[src/rtl/ssi_pkg.sv]
// ----------------------------------------------------------------------------
// ssi_pkg
// Shared types and constants for the sorted set search and insert table.
// ----------------------------------------------------------------------------
package ssi_pkg;

   localparam int DEPTH_DEFAULT = 16;
   localparam int DATA_W        = 32;
   localparam int POS_W         = 4;
   localparam int COUNT_OUT_W   = 5;

   typedef enum logic [1:0] {
      ST_IDLE,
      ST_EVAL,
      ST_COMMIT
   } state_type;

   typedef struct packed {
      logic compare_en;
      logic commit_en;
      logic insert_en;
   } cell_ctrl_type;

   typedef struct packed {
      logic lt;
      logic eq;
   } cell_flags_type;

endpackage

[src/rtl/ssi_cell.sv]
// ----------------------------------------------------------------------------
// ssi_cell
// One table slot: holds an entry, compares it with the key and takes the
// entry of its lower neighbor, or the key itself, when an insert shifts up.
// ----------------------------------------------------------------------------
module ssi_cell (
   input  logic                                  clock,
   input  ssi_pkg::cell_ctrl_type                ctrl,
   input  logic                                  valid,
   input  logic signed [ssi_pkg::DATA_W-1:0]     key,
   input  logic signed [ssi_pkg::DATA_W-1:0]     left_entry,
   input  logic                                  left_lt,
   output logic signed [ssi_pkg::DATA_W-1:0]     entry,
   output ssi_pkg::cell_flags_type               flags
);
   import ssi_pkg::*;

   logic signed [DATA_W-1:0] entry_ff;
   logic signed [DATA_W-1:0] entry_in;
   cell_flags_type           flags_ff;
   cell_flags_type           flags_in;

   always_comb begin
      flags_in.lt = valid && (entry_ff < key);
      flags_in.eq = valid && (entry_ff == key);
   end

   // The first slot that is not below the key takes the key; every slot
   // above it takes its lower neighbor's entry.
   assign entry_in = left_lt ? key : left_entry;

   always_ff @(posedge clock) begin
      if (ctrl.compare_en) begin
         flags_ff <= flags_in;
      end
      if (ctrl.commit_en && ctrl.insert_en && !flags_ff.lt) begin
         entry_ff <= entry_in;
      end
   end

   assign entry = entry_ff;
   assign flags = flags_ff;

endmodule

[src/rtl/ssi_index_enc.sv]
// ----------------------------------------------------------------------------
// ssi_index_enc
// Turns a one-hot (or empty) slot vector into the slot index.
// ----------------------------------------------------------------------------
module ssi_index_enc #(
   parameter int DEPTH = ssi_pkg::DEPTH_DEFAULT,
   parameter int IDX_W = 4
) (
   input  logic [DEPTH-1:0] sel,
   output logic [IDX_W-1:0] idx
);
   import ssi_pkg::*;

   always_comb begin
      idx = '0;
      for (int i = 0; i < DEPTH; i++) begin
         if (sel[i]) begin
            idx = idx | IDX_W'(i);
         end
      end
   end

endmodule

[src/rtl/sorted_set_search_insert.sv]
// ----------------------------------------------------------------------------
// sorted_set_search_insert
// Sorted table of distinct signed values with lookup and ordered insert.
// ----------------------------------------------------------------------------
// Each request word is looked up in a row of DEPTH slots kept in ascending
// order. A match returns its index with found set. An absent value is
// inserted before the first larger entry, the larger entries move up one
// slot, and the insertion index is returned. If the table is full, nothing
// is inserted, position is zero and full_res is set. One word is handled at
// a time and passes through the accept state, an evaluate state in which every
// slot compares its entry with the key and registers the outcome, and a
// commit state that shifts the slots and loads the response register. The
// commit state waits for as long as the response register still holds an
// unread word. The next request is taken while a response still waits to be
// read.
// ----------------------------------------------------------------------------
module sorted_set_search_insert #(
   parameter int DEPTH = ssi_pkg::DEPTH_DEFAULT
) (
   input  logic                                   clock,
   input  logic                                   reset,
   input  logic                                   req_valid,
   output logic                                   req_ready,
   input  logic signed [ssi_pkg::DATA_W-1:0]      req_value,
   output logic                                   rsp_valid,
   input  logic                                   rsp_ready,
   output logic [ssi_pkg::POS_W-1:0]              rsp_position,
   output logic                                   rsp_found,
   output logic                                   rsp_full_res,
   output logic [ssi_pkg::COUNT_OUT_W-1:0]        rsp_entry_count
);
   import ssi_pkg::*;

   localparam int IDX_W = (DEPTH > 1) ? $clog2(DEPTH) : 1;
   localparam int CNT_W = $clog2(DEPTH + 1);

   state_type                 state_ff;
   state_type                 state_in;
   cell_ctrl_type             ctrl;
   logic                      commit_go;

   logic signed [DATA_W-1:0]  key_ff;
   logic [CNT_W-1:0]          count_ff;
   logic [CNT_W-1:0]          count_in;

   logic signed [DATA_W-1:0]  entries [DEPTH];
   cell_flags_type            flags   [DEPTH];
   logic [DEPTH-1:0]          eq_vec;
   logic [DEPTH-1:0]          ins_vec;
   logic [DEPTH-1:0]          sel_vec;
   logic [IDX_W-1:0]          idx;

   logic                      any_found;
   logic                      is_full;

   logic                      rsp_valid_ff;
   logic                      rsp_valid_in;
   logic [POS_W-1:0]          position_ff;
   logic                      found_ff;
   logic                      full_ff;
   logic [COUNT_OUT_W-1:0]    entry_count_ff;
   logic [IDX_W+POS_W-1:0]    pos_wide;
   logic [CNT_W+COUNT_OUT_W-1:0] count_wide;

   assign commit_go = (state_ff == ST_COMMIT) && (!rsp_valid_ff || rsp_ready);

   always_comb begin
      state_in = state_ff;
      case (state_ff)
         ST_IDLE: begin
            if (req_valid) begin
               state_in = ST_EVAL;
            end
         end
         ST_EVAL: begin
            state_in = ST_COMMIT;
         end
         ST_COMMIT: begin
            if (commit_go) begin
               state_in = ST_IDLE;
            end
         end
         default: begin
            state_in = ST_IDLE;
         end
      endcase
   end

   always_comb begin
      req_ready       = (state_ff == ST_IDLE);
      ctrl.compare_en = (state_ff == ST_EVAL);
      ctrl.commit_en  = commit_go;
      ctrl.insert_en  = !any_found && !is_full;
   end

   always_ff @(posedge clock) begin
      if (reset) begin
         state_ff <= ST_IDLE;
      end else begin
         state_ff <= state_in;
      end
   end

   always_ff @(posedge clock) begin
      if (req_valid && req_ready) begin
         key_ff <= req_value;
      end
   end

   for (genvar i = 0; i < DEPTH; i++) begin : g_cell
      logic                     valid;
      logic signed [DATA_W-1:0] left_entry;
      logic                     left_lt;

      assign valid = (CNT_W'(i) < count_ff);
      if (i == 0) begin : g_first
         assign left_entry = key_ff;
         assign left_lt    = 1'b1;
      end else begin : g_rest
         assign left_entry = entries[i-1];
         assign left_lt    = flags[i-1].lt;
      end

      ssi_cell u_cell (
         .clock      (clock),
         .ctrl       (ctrl),
         .valid      (valid),
         .key        (key_ff),
         .left_entry (left_entry),
         .left_lt    (left_lt),
         .entry      (entries[i]),
         .flags      (flags[i])
      );

      assign eq_vec[i]  = flags[i].eq;
      assign ins_vec[i] = !flags[i].lt && left_lt;
   end

   assign any_found = |eq_vec;
   assign is_full   = (count_ff == CNT_W'(DEPTH));
   assign sel_vec   = any_found ? eq_vec : (is_full ? '0 : ins_vec);

   ssi_index_enc #(
      .DEPTH (DEPTH),
      .IDX_W (IDX_W)
   ) u_enc (
      .sel (sel_vec),
      .idx (idx)
   );

   assign count_in   = (commit_go && ctrl.insert_en) ? count_ff + CNT_W'(1) : count_ff;
   assign pos_wide   = {{POS_W{1'b0}}, idx};
   assign count_wide = {{COUNT_OUT_W{1'b0}}, count_in};

   always_ff @(posedge clock) begin
      if (reset) begin
         count_ff <= '0;
      end else begin
         count_ff <= count_in;
      end
   end

   assign rsp_valid_in = commit_go ? 1'b1 : (rsp_ready ? 1'b0 : rsp_valid_ff);

   always_ff @(posedge clock) begin
      if (reset) begin
         rsp_valid_ff <= 1'b0;
      end else begin
         rsp_valid_ff <= rsp_valid_in;
      end
   end

   always_ff @(posedge clock) begin
      if (commit_go) begin
         position_ff    <= pos_wide[POS_W-1:0];
         found_ff       <= any_found;
         full_ff        <= !any_found && is_full;
         entry_count_ff <= count_wide[COUNT_OUT_W-1:0];
      end
   end

   assign rsp_valid       = rsp_valid_ff;
   assign rsp_position    = position_ff;
   assign rsp_found       = found_ff;
   assign rsp_full_res    = full_ff;
   assign rsp_entry_count = entry_count_ff;

   a_count_bound : assert property (@(posedge clock) disable iff (reset)
      count_ff <= CNT_W'(DEPTH))
      else $error("Entry count exceeds the table depth.");

   a_single_match : assert property (@(posedge clock) disable iff (reset)
      (state_ff == ST_COMMIT) |-> $onehot0(eq_vec))
      else $error("More than one slot matches the key.");

   a_insert_slot : assert property (@(posedge clock) disable iff (reset)
      (state_ff == ST_COMMIT && ctrl.insert_en) |-> $onehot(ins_vec))
      else $error("Insert without exactly one insertion slot.");

   a_count_step : assert property (@(posedge clock) disable iff (reset)
      (commit_go && ctrl.insert_en) |=> count_ff == $past(count_ff) + CNT_W'(1))
      else $error("Entry count did not advance on insert.");

   a_flags_exclusive : assert property (@(posedge clock) disable iff (reset)
      rsp_valid_ff |-> !(found_ff && full_ff))
      else $error("Response reports both found and full.");

endmodule

[config.mk]
export PLATFORM = sky130hd
export DESIGN_NAME = sorted_set_search_insert
export DESIGN_NICKNAME = d
export VERILOG_FILES = /design/src/rtl/ssi_pkg.sv /design/src/rtl/ssi_cell.sv /design/src/rtl/ssi_index_enc.sv /design/src/rtl/sorted_set_search_insert.sv
export SDC_FILE = /design/constraint.sdc
export NUM_CORES = 2
export LEC_CHECK = 0
export BUFFER_PORTS_ARGS = -buffer_cell sky130_fd_sc_hd__buf_4
export CAP_MARGIN = 20
export CORE_MARGIN = 8
export CORE_UTILIZATION = 44
export CTS_BUF_LIST = sky130_fd_sc_hd__clkbuf_16
export CTS_CLUSTER_DIAMETER = 30
export DETAILED_ROUTE_END_ITERATION = 8
export GPL_TIMING_DRIVEN = 0
export SYNTH_ARGS = -nofsm -noshare
export SYNTH_HDL_FRONTEND = slang
export SYNTH_HIERARCHICAL = 1
export SYNTH_SLANG_ARGS = --single-unit
[constraint.sdc]
create_clock -name clock -period 4.22 [get_ports clock]
set_input_delay 0.211 -clock clock [delete_from_list [all_inputs] [get_ports clock]]
set_output_delay 0.211 -clock clock [all_outputs]
set_load 0.03 [all_outputs]
**Word level (Yosys, flattened, before mapping)**

Index checks and enable logic that the tools add are counted.

- $lt $le $gt $ge: 32
- Add/sub/neg operators: 1
- Reductions and logical operators: 95
- Muxes and demuxes: 34
- Equal/unequal tests: 21

Operators with widths:

| kind | count |
|---|---|
| == test 32 bit | 16 |
| less-than comparator 32 bit | 16 |
| 2-to-1 mux 32 bit | 15 |
| logical AND 1 bit | 68 |
| less-than comparator 4 x 5 -> 1 bit, first input constant | 8 |
| 2-to-1 mux 16 bit | 2 |
| less-than comparator 3 x 5 -> 1 bit, first input constant | 4 |
| zero test 1 bit | 19 |
| OR reduction 16 bit | 1 |
| 2-to-1 mux 2 bit | 6 |
| 2-to-1 mux 3 bit | 4 |
| less-than comparator 1 x 5 -> 1 bit, first input constant | 2 |
| less-than comparator 2 x 5 -> 1 bit, first input constant | 2 |
| OR reduction 8 bit | 1 |
| case mux 2 bit (3 select lines) | 1 |
| adder 5 x 1 -> 5 bit, second input constant | 1 |
| == test 5 bit, second input constant | 1 |
| 2-to-1 mux 1 bit | 5 |
| 2-to-1 mux 5 bit | 1 |
| inequality test 2 bit, second input constant | 2 |
| OR reduction 4 bit | 1 |
| == test 2 x 1 -> 1 bit, second input constant | 1 |
| == test 2 bit, second input constant | 1 |
| zero test 2 bit | 1 |
| other kinds (4) | 4 |

- Bits in registers: 595
- Output and inout bits: 13
- Logic and storage cells: 242
- Input port bits: 36

**Logic depth before layout (Yosys ltp)**

- Depth after elaboration: 15
- Mapped depth: 9
- Depth with buffers taken out: 8

**By module**

Netlist, hierarchy kept.

By module, submodules not included:

| module | seq. area each (sq um) | cells an instance | instances | area each (sq um) |
|---|---|---|---|---|
| ssi_cell | 1021.0 | 190 | 16 | 2258.4 |
| sorted_set_search_insert | 1451.4 | 164 | 1 | 2122.0 |
| ssi_index_enc | 0.0 | 11 | 1 | 65.1 |

**Worst setup path after synthesis**

OpenSTA, ideal clock, no wires.

- Path kind: register -> register
- Start point: register rsp_valid_ff, in the netlist rsp_valid
- End point: register g_cell[0].u_cell.entry_ff[0], enable pin
- Required time: 3799 ps
- Slack: 629 ps
- Clock period less this slack: 3591 ps
- Stages on the path, launching flop included: 5
- Buffers on the path: 0
- Arrival time: 3170 ps
- Setup time: 421 ps
- Cells stage by stage: dfxtp_1 > nor2b_1 > nor2_1 > nand2_1 > nor2_1

- Longest elaborated chain between the ends: 5

Ends and longest elaborated chain:

| what | RTL line | source |
|---|---|---|
| from (decl) | sorted_set_search_insert.sv:56 | `logic rsp_valid_ff;` |
| from (signal assigned) | sorted_set_search_insert.sv:169 | `rsp_valid_ff <= rsp_valid_in;` |
| zero test 1 bit | sorted_set_search_insert.sv:65 | `assign commit_go = (state_ff == ST_COMMIT) && (!rsp_valid_ff \|\| rsp_ready);` |
| logical OR 1 bit | sorted_set_search_insert.sv:65 |  |
| logical AND 1 bit | sorted_set_search_insert.sv:65 |  |
| via commit_go | sorted_set_search_insert.sv:40 | `logic commit_go;` |
| logical AND 1 bit (2 in a row) | ssi_cell.sv:36 | `if (ctrl.commit_en && ctrl.insert_en && !flags_ff.lt) begin` |
| to (signal assigned) | ssi_cell.sv:37 | `entry_ff <= entry_in;` |
| to (decl) | ssi_cell.sv:18 | `logic signed [DATA_W-1:0] entry_ff;` |

The timed path passes the listed nets, and every way through them passes these cells.
A chain may end at the register's enable or synchronous reset.

**Worst setup path in the final report**

- Start point: register count_ff[1]
- End point: register position_ff[2], in the netlist rsp_position[2] (data pin)

- Elaborated cells between the ends (all ways): 8
- Those cells by class: eq/ne (1); mux (6); reduce/logical (1)

RTL lines:

| what | RTL line | source |
|---|---|---|
| from (decl) | sorted_set_search_insert.sv:43 | `logic [CNT_W-1:0] count_ff;` |
| from (signal assigned) | sorted_set_search_insert.sv:159 | `count_ff <= count_in;` |
| == test 5 bit | sorted_set_search_insert.sv:140 | `assign is_full = (count_ff == CNT_W'(DEPTH));` |
| 2-to-1 mux 16 bit (2 in a row) | sorted_set_search_insert.sv:141 | `assign sel_vec = any_found ? eq_vec : (is_full ? '0 : ins_vec);` |
| via sel_vec[5] | sorted_set_search_insert.sv:50 | `logic [DEPTH-1:0] sel_vec;` |
| 2-to-1 mux 3 bit (3 in a row) | ssi_index_enc.sv:17 | `if (sel[i]) begin` |
| to (signal assigned) | sorted_set_search_insert.sv:175 | `position_ff <= pos_wide[POS_W-1:0];` |
| to (decl) | sorted_set_search_insert.sv:58 | `logic [POS_W-1:0] position_ff;` |

The timed path passes the listed nets, and every way through them passes these cells.

==> results.txt <==
The run finished with clean final reports. The cell count after synthesis is 3213. The endpoint of the worst hold-timing path is g_cell[0].left_entry[15]. The critical path data required time came out at 4.61 ns. The maximum clock insertion buffer count came out at 3. The chip height is 311 um. The worst hold path passes through 2 cells. The detailed-placement wirelength estimate came out at 59800 um. The tool flagged a number of max-cap violations equal to 0. During synthesis, Yosys emitted a total of 6 warnings. The number of levels the H-tree was split into came out at 4. In this run the clock root is driven by a clkbuf_16. The top fanout value on the critical path is 24. The cell area after synthesis is 38300 um^2. The worst setup path is launched from a flip-flop. The remaining design rule violation count is 0. STA puts the critical path data arrival time at 4.05 ns.

The setup slack on the worst flop-to-flop path came out at 0.56 ns. The initial standard-cell utilization of the core came out at 44.3%. Once detail routing completed, the nets flagged for antenna violations numbered 0.

The share of the clock period used by the worst path after layout is 86.8%. The standard-cell row count came out at 108. After synthesis, the mean cell area works out to 11.9 um^2. The via count of the first global-routing pass came out at 25000.

TritonCTS built the clock tree. The count of port buffers added during placement is 47. The post-route minimum period came out at 3.66 ns.

The share of the core filled with cells came out at 53.7%. Setup violations remaining at the end of the flow were counted as 0. The transition time of the tightest slew-check pin came out at 0.931 ns. The startpoint identified for the worst hold timing path is req_value[15].

The worst register-to-register path begins at count_ff[1]. The worst max-slew margin expressed relative to the limit came out at 37.8%. Summing over every cut layer, the via total after detailed routing is 24400. The die boundary width is 311 um. The total wire length after detailed routing came out at 78000 um.

The final routed wire length divided by cell count is 16.3 um. The worst IR drop on VDD is 0.431 mV. The worst setup path is captured at a flip-flop.

Of the cells placed in the final design, the portion with a size suffix greater than 1 is 25.8%. The first global-routing pass estimated 125000 um of wire. The detailed router's first-iteration violation count is 1085. Setup repair after global routing left no endpoint under its margin. The clock-pin slew reported for the worst setup and hold paths after clock tree synthesis is 0.04 ns.

The class of the most critical setup path is reg2reg. In this run the power density over the cells is 404 nW/um^2. The total grt overflow came out at 0.

The count of final hold-check violations is 0. Across every metal layer, demand over resource in global routing totals 15.8%. The number of antenna violations at the first check in global routing is 0. The synthesized net count came out at 3763. The sum of negative setup slack is 0 ns.

Compared with the post-synthesis result, the final layout area differs by 21.2%. On the final layout, the worst clock skew is 0.0210 ns. The area of the die came out at 96800 um^2. The worst reg-to-reg path cell count came out at 9.

The placeable core region came out at 86500 um^2. Leaving out fill and tap cells, the most frequent cell in the layout is inv_1. 49 I/O pins were placed. The worst hold path class is in2reg. For this run, the detailed router's first-pass iteration total came to 5. The number of slew-limit violations in the final report is 0.

The leakage power is 19.9 nW. The completed layout was analyzed and its total power is 18.8 mW. Entering global routing, the biggest net connects 34 pins. The clock net in this run drives a total of 595 sinks. The library cells used most frequently in the layout, excluding fill and tap cells, are 597 x inv_1, 587 x edfxtp_1, 514 x ha_1. The worst hold slack came out at 0.229 ns. In this run the critical register-to-register path is captured at rsp_position[2]. The insertion delay of the later-clocked pin in the worst-skew pair is 0.70 ns. The final weighted congestion in routability-driven placement came out at 0.886. After detailed routing, the number of vias per cell comes to 5.11. The number of nets in the layout is 4037.

The antenna diode count came out at 0. The total CTS buffers came out at 156. The timing-limited maximum frequency came out at 273 MHz.
-- cell type report --
cell class,count,area (um^2)
clock inverter,130,960
timing repair buffer,116,1620
fill,7375,40100
clock buffer,158,3950
sequential,595,17800
multi-input combinational,1983,18200
buffer,70,327
tap,1155,1450
inverter,565,2120
-- timing repair --
action	in CTS	in global routing
endpoints found under the hold margin	39	0
hold buffers	35	0
buffers inserted	0	0
resized for setup	0	0
-- state kept, by name (all words and copies together) (netlist names) --
register and count:
count_ff 5, g_cell.left_entry 32, g_cell.u_cell/entry 512, g_cell.u_cell/flags 32
rsp_entry_count 5, rsp_found 1, rsp_full_res 1, rsp_position 4
rsp_valid 1, state_ff 2
-- layer usage --
metal	track usage (%)	share of wire [%]	vias up
met5	0	0	-
met4	5.75	2.7	0
met3	3.52	4.5	148
met2	28.8	51	420
met1	17.9	42	11500
li1	-	-	12300
-- stage by stage --
stage               area [um^2]  setup slack (ns)  std cells
floorplan                 38300             0.629       3213
detailed placement        40300             0.724       4418
finish                    46400             0.556       4772
global placement          40100            -0.832       4415
global route              46400             0.509       4772
CTS                       45600             0.727       4741
-- power by group --
group / switching [mW] / internal, mW / total [mW]
Combinational: 0.719 / 0.642 / 1.36
Clock: 3.46 / 7.36 / 10.8
Sequential: 0.0612 / 6.53 / 6.59
-- worst max path at each step --
stage	start	slack, ns	endpoint
global route	g_cell[9].u_cell/flags[0]	0.51	g_cell[5].u_cell/entry[29]
finish	count_ff[1]	0.56	rsp_position[2]
CTS	g_cell[9].u_cell/flags[0]	0.73	g_cell[1].u_cell/entry[25]
global placement	state_ff[0]	-0.83	g_cell[0].u_cell/entry[6]
detailed placement	g_cell[9].u_cell/flags[0]	0.72	g_cell[1].u_cell/entry[23]
floorplan	rsp_valid	0.63	g_cell[0].u_cell/entry[0]
-- worst max-delay path: stages, from the launching register on --
cell	delay (ns)
dfxtp_1	0.40
inv_1	0.25
ha_1	0.21
nand4bb_1	0.31
and2_2	0.33
buf_2	0.21
buf_2	0.33
a31o_2	0.38
nor4_1	0.74
nand2_1	0.19
(Power assumes the default switching activity.)
